$ cat config.mk
export PLATFORM = sky130hd
export DESIGN_NAME = event_dispatch_queue_core
export DESIGN_NICKNAME = d
export VERILOG_FILES = /design/src/rtl/edq_pkg.sv /design/src/rtl/edq_ctrl.sv /design/src/rtl/edq_datapath.sv /design/src/rtl/event_dispatch_queue_core.sv
export SDC_FILE = /design/constraint.sdc
export NUM_CORES = 1
export LEC_CHECK = 0
export ABC_AREA = 1
export BUFFER_PORTS_ARGS = -buffer_cell sky130_fd_sc_hd__buf_2
export CORE_UTILIZATION = 45
export CTS_CLUSTER_DIAMETER = 60
export CTS_CLUSTER_SIZE = 25
export DETAILED_ROUTE_END_ITERATION = 16
export HOLD_SLACK_MARGIN = 0.1
export MAX_ROUTING_LAYER = met4
export PLACE_DENSITY = 0.66
export SETUP_SLACK_MARGIN = 0.4
export SLEW_MARGIN = 5
export SYNTH_ARGS = -nofsm -noshare
export SYNTH_HDL_FRONTEND = slang
export SYNTH_SLANG_ARGS = --single-unit
export TNS_END_PERCENT = 20
$ cat constraint.sdc
create_clock -name clk -period 3.9 [get_ports clk]
set_input_delay 0.585 -clock clk [delete_from_list [all_inputs] [get_ports clk]]
set_output_delay 0.585 -clock clk [all_outputs]
set_load 0.02 [all_outputs]
$ cat src/rtl/edq_pkg.sv
// Shared constants, codes and control structs for the event dispatch queue.
package edq_pkg;

  localparam int QUEUE_DEPTH_DEF = 16;
  localparam int MAX_SIGNAL      = 63;
  localparam int IDLE_STEP       = 5;

  localparam int CMD_W      = 2;
  localparam int SIG_W      = 8;
  localparam int SIG_OUT_W  = 6;
  localparam int STATUS_W   = 3;
  localparam int IDLE_W     = 32;
  localparam int MASK_W     = 64;
  localparam int OUT_DATA_W = 40;

  localparam logic [CMD_W-1:0] CMD_EMIT  = 2'd0;
  localparam logic [CMD_W-1:0] CMD_TICK  = 2'd1;
  localparam logic [CMD_W-1:0] CMD_CLEAR = 2'd2;

  localparam logic [STATUS_W-1:0] ST_OK         = 3'd0;
  localparam logic [STATUS_W-1:0] ST_RANGE      = 3'd1;
  localparam logic [STATUS_W-1:0] ST_NO_HANDLER = 3'd2;
  localparam logic [STATUS_W-1:0] ST_FULL       = 3'd3;
  localparam logic [STATUS_W-1:0] ST_EMPTY      = 3'd4;

  // controller -> datapath
  typedef struct packed {
    logic take_in;
    logic do_emit;
    logic do_tick_empty;
    logic do_clear;
    logic fetch;
    logic load_pop;
  } edq_cmd_t;

  // datapath -> controller
  typedef struct packed {
    logic [CMD_W-1:0] cmd;
    logic             occ_zero;
    logic             out_free;
    logic             pop_last;
  } edq_stat_t;

endpackage

$ cat src/rtl/edq_ctrl.sv
// Controller state machine: sequences accept, execute and drain of each request.
module edq_ctrl (
  input  logic                clk,
  input  logic                rst,
  input  logic                s_axis_tvalid,
  output logic                s_axis_tready,
  input  edq_pkg::edq_stat_t  stat,
  output edq_pkg::edq_cmd_t   cmd
);
  import edq_pkg::*;

  typedef enum logic [1:0] {
    S_IDLE,
    S_EXEC,
    S_DRAIN
  } state_t;

  state_t state, state_next;

  assign s_axis_tready = (state == S_IDLE);

  always_comb begin
    state_next = state;
    cmd        = '0;
    unique case (state)
      S_IDLE: begin
        if (s_axis_tvalid) begin
          cmd.take_in = 1'b1;
          state_next  = S_EXEC;
        end
      end
      S_EXEC: begin
        if (stat.out_free) begin
          state_next = S_IDLE;
          unique case (stat.cmd)
            CMD_EMIT:  cmd.do_emit = 1'b1;
            CMD_TICK: begin
              if (stat.occ_zero) begin
                cmd.do_tick_empty = 1'b1;
              end else begin
                cmd.fetch  = 1'b1;
                state_next = S_DRAIN;
              end
            end
            CMD_CLEAR: cmd.do_clear = 1'b1;
            default:   state_next = S_IDLE;  // unused code: no result
          endcase
        end
      end
      S_DRAIN: begin
        if (stat.out_free) begin
          cmd.load_pop = 1'b1;
          if (stat.pop_last) begin
            state_next = S_IDLE;
          end else begin
            cmd.fetch = 1'b1;
          end
        end
      end
      default: state_next = S_IDLE;
    endcase
  end

  always_ff @(posedge clk) begin
    if (rst) begin
      state <= S_IDLE;
    end else begin
      state <= state_next;
    end
  end

endmodule

$ cat src/rtl/edq_datapath.sv
// Datapath: request register, handler mask, event FIFO, idle counter, result register.
module edq_datapath #(
  parameter int QUEUE_DEPTH = edq_pkg::QUEUE_DEPTH_DEF
) (
  input  logic                            clk,
  input  logic                            rst,
  input  logic [edq_pkg::CMD_W-1:0]       in_cmd,
  input  logic [edq_pkg::SIG_W-1:0]       in_sig,
  input  logic                            cfg_wr_en,
  input  logic [edq_pkg::MASK_W-1:0]      cfg_wr_data,
  input  edq_pkg::edq_cmd_t               cmd,
  output edq_pkg::edq_stat_t              stat,
  output logic                            m_axis_tvalid,
  input  logic                            m_axis_tready,
  output logic [edq_pkg::OUT_DATA_W-1:0]  m_axis_tdata,
  output logic [edq_pkg::STATUS_W-1:0]    m_axis_tuser,
  output logic                            m_axis_tlast
);
  import edq_pkg::*;

  localparam int PTR_W = (QUEUE_DEPTH > 1) ? $clog2(QUEUE_DEPTH) : 1;
  localparam int OCC_W = $clog2(QUEUE_DEPTH + 1);
  localparam logic [PTR_W-1:0] PTR_LAST = PTR_W'(QUEUE_DEPTH - 1);
  localparam logic [OCC_W-1:0] OCC_FULL = OCC_W'(QUEUE_DEPTH);
  localparam logic [OCC_W-1:0] OCC_ONE  = OCC_W'(1);

  logic [CMD_W-1:0]     req_cmd;
  logic [SIG_W-1:0]     req_sig;
  logic [MASK_W-1:0]    mask;
  logic [SIG_OUT_W-1:0] mem [QUEUE_DEPTH];
  logic [PTR_W-1:0]     rptr, wptr;
  logic [OCC_W-1:0]     occ;
  logic [IDLE_W-1:0]    idle;
  logic [SIG_OUT_W-1:0] rd_sig;
  logic                 rd_last;

  logic [SIG_OUT_W-1:0] out_sig;
  logic                 out_delivered;
  logic [IDLE_W-1:0]    out_idle;

  logic [STATUS_W-1:0]  emit_status;
  logic [IDLE_W:0]      idle_sum;
  logic [IDLE_W-1:0]    idle_sat;
  logic                 out_load;

  always_comb begin
    priority if (req_sig > SIG_W'(MAX_SIGNAL)) begin
      emit_status = ST_RANGE;
    end else if (!mask[req_sig[SIG_OUT_W-1:0]]) begin
      emit_status = ST_NO_HANDLER;
    end else if (occ == OCC_FULL) begin
      emit_status = ST_FULL;
    end else begin
      emit_status = ST_OK;
    end
  end

  assign idle_sum = {1'b0, idle} + (IDLE_W + 1)'(IDLE_STEP);
  assign idle_sat = idle_sum[IDLE_W] ? '1 : idle_sum[IDLE_W-1:0];

  assign out_load = cmd.do_emit | cmd.do_tick_empty | cmd.do_clear | cmd.load_pop;

  assign stat.cmd      = req_cmd;
  assign stat.occ_zero = (occ == '0);
  assign stat.out_free = !m_axis_tvalid || m_axis_tready;
  assign stat.pop_last = rd_last;

  assign m_axis_tdata = {1'b0, out_idle, out_delivered, out_sig};

  // control state
  always_ff @(posedge clk) begin
    if (rst) begin
      mask          <= '0;
      rptr          <= '0;
      wptr          <= '0;
      occ           <= '0;
      idle          <= '0;
      m_axis_tvalid <= 1'b0;
    end else begin
      if (cfg_wr_en) begin
        mask <= cfg_wr_data;
      end
      if (cmd.do_emit && emit_status == ST_OK) begin
        wptr <= (wptr == PTR_LAST) ? '0 : wptr + 1'b1;
        occ  <= occ + 1'b1;
      end
      if (cmd.fetch) begin
        rptr <= (rptr == PTR_LAST) ? '0 : rptr + 1'b1;
        occ  <= occ - 1'b1;
      end
      if (cmd.do_tick_empty) begin
        idle <= idle_sat;
      end
      if (cmd.do_clear || (cmd.load_pop && rd_last)) begin
        idle <= '0;
      end
      if (out_load) begin
        m_axis_tvalid <= 1'b1;
      end else if (m_axis_tready) begin
        m_axis_tvalid <= 1'b0;
      end
    end
  end

  // payload registers
  always_ff @(posedge clk) begin
    if (cmd.take_in) begin
      req_cmd <= in_cmd;
      req_sig <= in_sig;
    end
    if (cmd.do_emit && emit_status == ST_OK) begin
      mem[wptr] <= req_sig[SIG_OUT_W-1:0];
    end
    if (cmd.fetch) begin
      rd_sig  <= mem[rptr];
      rd_last <= (occ == OCC_ONE);
    end
    if (out_load) begin
      priority if (cmd.load_pop) begin
        out_sig       <= rd_sig;
        out_delivered <= mask[rd_sig];
        m_axis_tlast  <= rd_last;
        out_idle      <= '0;
        m_axis_tuser  <= ST_OK;
      end else begin
        out_sig       <= '0;
        out_delivered <= 1'b0;
        m_axis_tlast  <= 1'b1;
        priority if (cmd.do_emit) begin
          m_axis_tuser <= emit_status;
          out_idle     <= idle;
        end else if (cmd.do_tick_empty) begin
          m_axis_tuser <= ST_EMPTY;
          out_idle     <= idle_sat;
        end else begin
          m_axis_tuser <= ST_OK;
          out_idle     <= '0;
        end
      end
    end
  end

  a_occ_bound: assert property (@(posedge clk) disable iff (rst) occ <= OCC_FULL)
    else $error("occupancy above queue depth");
  a_fetch_nonempty: assert property (@(posedge clk) disable iff (rst)
    cmd.fetch |-> occ != '0)
    else $error("fetch from empty queue");
  a_load_free: assert property (@(posedge clk) disable iff (rst)
    out_load |-> (!m_axis_tvalid || m_axis_tready))
    else $error("result register overwritten while held");
  a_last_empty: assert property (@(posedge clk) disable iff (rst)
    (cmd.load_pop && rd_last) |-> occ == '0)
    else $error("last pop with events still queued");

endmodule

$ cat src/rtl/event_dispatch_queue_core.sv
// Top level of the event dispatch queue: controller plus datapath.
// Requests enter on s_axis: tuser carries the command (0 emit, 1 tick, 2 clear
// idle time), tdata the signal number. Results leave on m_axis, one per request,
// except a tick on a non-empty queue, which gives one result per queued event
// in FIFO order with tlast on the final one; tlast is set on every result of the other requests.
// handler_mask is written through cfg_wr_en/cfg_wr_data; the user must write it
// only while no request is in flight, as the block does not enforce this. Bit s
// enables signal s. A request is taken into the request register, and its result
// is then loaded into the result register once that register is free; an emit,
// clear or empty tick gives its single result that way. A drain first reads the
// head of the event FIFO, then delivers one event per cycle while m_axis_tready
// stays high. The single read port of the event FIFO sets the drain pace. Command
// code 3 is dropped with no result. Reset (rst, synchronous) empties the queue,
// clears the idle counter and the handler mask, and drops any pending result.
// When the receiver stalls, the result register holds; one more request can be
// taken, and it waits in the request register until the held result drains.
module event_dispatch_queue_core #(
  parameter int QUEUE_DEPTH = edq_pkg::QUEUE_DEPTH_DEF
) (
  input  logic                            clk,
  input  logic                            rst,
  input  logic                            s_axis_tvalid,
  output logic                            s_axis_tready,
  input  logic [edq_pkg::SIG_W-1:0]       s_axis_tdata,   // [7:0] sig
  input  logic [edq_pkg::CMD_W-1:0]       s_axis_tuser,   // [1:0] cmd
  input  logic                            cfg_wr_en,
  input  logic [edq_pkg::MASK_W-1:0]      cfg_wr_data,    // handler_mask
  output logic                            m_axis_tvalid,
  input  logic                            m_axis_tready,
  output logic [edq_pkg::OUT_DATA_W-1:0]  m_axis_tdata,   // [5:0] sig_out, [6] delivered,
                                                          // [38:7] idle_time, [39] zero
  output logic [edq_pkg::STATUS_W-1:0]    m_axis_tuser,   // [2:0] status
  output logic                            m_axis_tlast
);
  import edq_pkg::*;

  edq_cmd_t  cmd;
  edq_stat_t stat;

  edq_ctrl u_ctrl (
    .clk           (clk),
    .rst           (rst),
    .s_axis_tvalid (s_axis_tvalid),
    .s_axis_tready (s_axis_tready),
    .stat          (stat),
    .cmd           (cmd)
  );

  edq_datapath #(
    .QUEUE_DEPTH (QUEUE_DEPTH)
  ) u_datapath (
    .clk           (clk),
    .rst           (rst),
    .in_cmd        (s_axis_tuser),
    .in_sig        (s_axis_tdata),
    .cfg_wr_en     (cfg_wr_en),
    .cfg_wr_data   (cfg_wr_data),
    .cmd           (cmd),
    .stat          (stat),
    .m_axis_tvalid (m_axis_tvalid),
    .m_axis_tready (m_axis_tready),
    .m_axis_tdata  (m_axis_tdata),
    .m_axis_tuser  (m_axis_tuser),
    .m_axis_tlast  (m_axis_tlast)
  );

endmodule

==> impl_metrics.toml <==
[run_status]
run_status = "complete, no violations"

[place]
port_buffers = 123
dp_hpwl_mm = 21.71
postPlaceCellArea_um2 = 13570
gp_congestion = 0.9233

[route]
drt-pass1-iter-count = 5
drt_iter0_drc = 892
vias_per_cell = 5.396
final_antenna_net_count = 0
wl_per_cell_um = 16.63
vias = 10350
drc = 0
totalWireLength_mm = 31.89

[setup_path]
crit_buf_inv = 3
max_stage_delay_ns = 0.52
cpMaxStageDelayCell = "nor2_1"
worstReg2RegStart = "u_datapath.req_sig[1]$_DFFE_PP_"
critical_path.cell_chain = "buf_4 -> inv_2 -> nand3_1 -> nand3_1 -> nand2_1 -> nand2_1 -> nand3_1 -> nand3_1 -> nand2_1 -> nand3_2 -> inv_2 -> nand2_1 -> nor2_1"
worstPathRequired_ns = 4.08
cpLargestDelayFamily = "simple AND/OR/NAND/NOR gates"
reg2reg_slack_ns = 0.85
cp-start-kind = "flip-flop"
reg2regPathDepth = 13
crit_type = "reg2reg"
worstReg2RegEnd = "u_datapath.mem[11][1]$_DFFE_PP_"
critPathCaptureType = "flip-flop"
worstPathArrival_ns = 3.23
path_max_fanout = 18

[die]
die_h_um = 169.9
core_area_um2 = 27780
io_pins = 125
die_w_um = 169.9
start_util_pct = 45.68
dieArea_um2 = 28870
fp-row-count = 61

[synthesis]
synth_nets = 1526
netlist_area_um2 = 12690
synth.most_common_cell = "nor2_1"
yosys_warnings = 0
synth.avg_cell_area_um2 = 8.849
synth_edf_count = 156
ys.flop_type = "edfxtp_1"
ys_types = 49
synth_cells = 1434
synth_commonest_cells = "nor2_1, nand2_1, edfxtp_1"
ys_top_cells_by_area = "edfxtp_1, dfxtp_1, nor2_1"
synth.top_cell.area_share_pct = 36.92
ys_async_sr_fraction_pct = 0
yosysSeqAreaShare_pct = 54.58
synth.largest_area_cell = "edfxtp_1"
ys_ff_latch = 268

[clock_network]
ctsResizeCount = 0
cts_root_buf = "clkbuf_16"
postCtsHoldBufs = 0
clockBufferDepth = 3
tritoncts = "done"
clkTransAtPathRegs_ns = 0.08
clock_sinks = 268
clock_latency_ns = 0.54
cts_buffers = 23
cts_setup_buffers = 0
h-tree-depth = 1

[pwr]
seq_power_share_pct = 52.6
powerDensity_nw_per_um2 = 412.3
combPwrFrac_pct = 6.2
power_switching_mw = 1.507
ir_worst_vdd_mv = 0.3296
p_int_mw = 4.424
p_leak_nw = 5.348
clockPowerShare_pct = 41.2
p_sw_share_pct = 25.41

[timing]
slew_viol_final = 0
setup_violations = 0
finalCritPeriodShare_pct = 78.19
fmax_mhz = 327.9
final_period_minus_worst_setup_slack_ns = 3.049
worst_slew_pin_slew_ns = 1.168
rsz0062_at_grt = "false"
fin_tns_setup_ns = 0
hold_violations = 0
finClkSkew_ns = 0.01923
maxSlewHeadroom_pct = 22.03

[final_layout]
area.growth.synth_to_final_pct = 13.35
fin_nets = 1615
drive_above_1_share_pct = 17.14
antenna_cells = 0
design_area_um2 = 14380

[min_path]
holdCritStartpoint = "s_axis_tdata[4]"
holdPathEnd = "u_datapath.req_sig[4]$_DFFE_PP_"
hold_depth = 1
hold_path.class = "in2reg"

[grt]
antenna_found_initial = 0
grt_pass1_wl_mm = 51.69
track_usage_pct = 23.16
grt_remaining_overflow = 0
grt_start_max_net_pins = 69
grt_pass1_vias = 9854

[run]
drv_cap = 0
state kept, by name, summed over array words and instances (netlist names):
name / cells
u_ctrl.state: 2
u_datapath.m_axis_tvalid: 1
u_datapath.m_axis_tlast: 1
u_datapath.mem: 96
u_datapath.rd_sig: 6
u_datapath.occ: 5
u_datapath.m_axis_tuser: 3
u_datapath.wptr: 4
u_datapath.out_delivered: 1
u_datapath.idle: 32
u_datapath.out_sig: 6
u_datapath.rptr: 4
u_datapath.mask: 64
u_datapath.rd_last: 1
u_datapath.req_sig: 8
u_datapath.out_idle: 32
u_datapath.req_cmd: 2
power by group through the flow:
stage	sequential, mW	combinational, mW	clock (mW)
finish	3.12	0.366	2.44
global route	3.13	0.413	2.59
CTS	3.12	0.369	2.49
detailed placement	3.18	0.367	0
global placement	3.19	0.359	0
floorplan	3.20	0.206	0
worst max-delay path by stage:
stage                                     from                               endpoint  slack [ns]  cells after the start
2_1_floorplan                    m_axis_tready  u_datapath.m_axis_tvalid$_SDFFE_PP0P_        1.15                      6
3_3_place_gp                     m_axis_tready        u_datapath.mem[11][3]$_DFFE_PP_        0.92                     13
3_5_place_dp                     m_axis_tready         u_datapath.mem[8][3]$_DFFE_PP_        0.90                     13
4_1_cts        u_datapath.req_sig[1]$_DFFE_PP_         u_datapath.mem[8][0]$_DFFE_PP_        0.89                     13
5_1_grt        u_datapath.req_sig[1]$_DFFE_PP_         u_datapath.mem[8][0]$_DFFE_PP_        0.57                     13
6_report       u_datapath.req_sig[1]$_DFFE_PP_        u_datapath.mem[11][1]$_DFFE_PP_        0.85                     13
final cells by class:
| type | count | area (µm²) |
|---|---|---|
| fillers | 2654 | 13400 |
| flip-flops and latches | 268 | 6928 |
| multi-input cells | 1002 | 5077 |
| repair buffers | 144 | 773.2 |
| clock buffers | 24 | 579.3 |
| well taps | 378 | 473.0 |
| inverters | 84 | 317.8 |
| clock inverters | 18 | 235.2 |
layout by cell type (no fill, tap or decap), types with 10 or more instances in the layout:
| master | count |
|---|---|
| o32ai_1 | 14 |
| buf_4 | 21 |
| inv_1 | 68 |
| a21oi_1 | 46 |
| o21ai_0 | 134 |
| ha_1 | 13 |
| nand3_1 | 104 |
| o22ai_1 | 16 |
| nand2_1 | 248 |
| dfxtp_1 | 111 |
| nand2_2 | 10 |
| buf_2 | 123 |
| xor2_1 | 18 |
| edfxtp_1 | 156 |
| nor3_1 | 15 |
| mux2i_1 | 10 |
| nor2_1 | 267 |
| o221ai_1 | 24 |
| inv_2 | 11 |
| clkbuf_16 | 23 |
worst reg2reg max path, cell delays in order (launching register included):
cell      delay, ns
edfxtp_1       0.35
buf_4          0.27
inv_2          0.21
nand3_1        0.13
nand3_1        0.07
nand2_1        0.09
nand2_1        0.05
nand3_1        0.07
nand3_1        0.07
nand2_1        0.21
nand3_2        0.29
inv_2          0.22
nand2_1        0.14
nor2_1         0.52
stage by stage:
stage | total power, mW | utilization [%] | std cells | hold slack, ns | setup slack, ns
6_report | 5.931 | 51.77 | 1918 | 0.2072 | 0.8507
3_3_place_gp | 3.544 | 48.84 | 1876 | 0.4514 | 0.9161
5_1_grt | 6.135 | 51.77 | 1918 | 0.1926 | 0.5683
2_1_floorplan | 3.401 | - | 1434 | 0.4434 | 1.147
3_5_place_dp | 3.551 | 48.84 | 1876 | 0.4558 | 0.9048
4_1_cts | 5.975 | 51.77 | 1918 | 0.1925 | 0.8916
routing by layer:
metal / vias to the layer above / share of wire, % / global-route usage (%)
li1: 5074 / - / -
met1: 4885 / 46 / 31.72
met2: 324 / 45 / 35.58
met3: 67 / 5.9 / 2.930
met4: 0 / 3.3 / 7.638
met5: - / 0 / -
cells by family (layout without fill, tap and decap cells):
group	Yosys count	count (layout)	share of synthesized area, %
flops	268	268	54.58
mux	10	10	0.7888
xor+xnor	21	21	1.449
other cells	1	1	0.02955
fa+ha+maj	13	13	1.282
compound gates	272	272	13.09
simple gates	685	685	23.28
buf+inv	164	270	5.492
(Power assumes the default switching activity.)
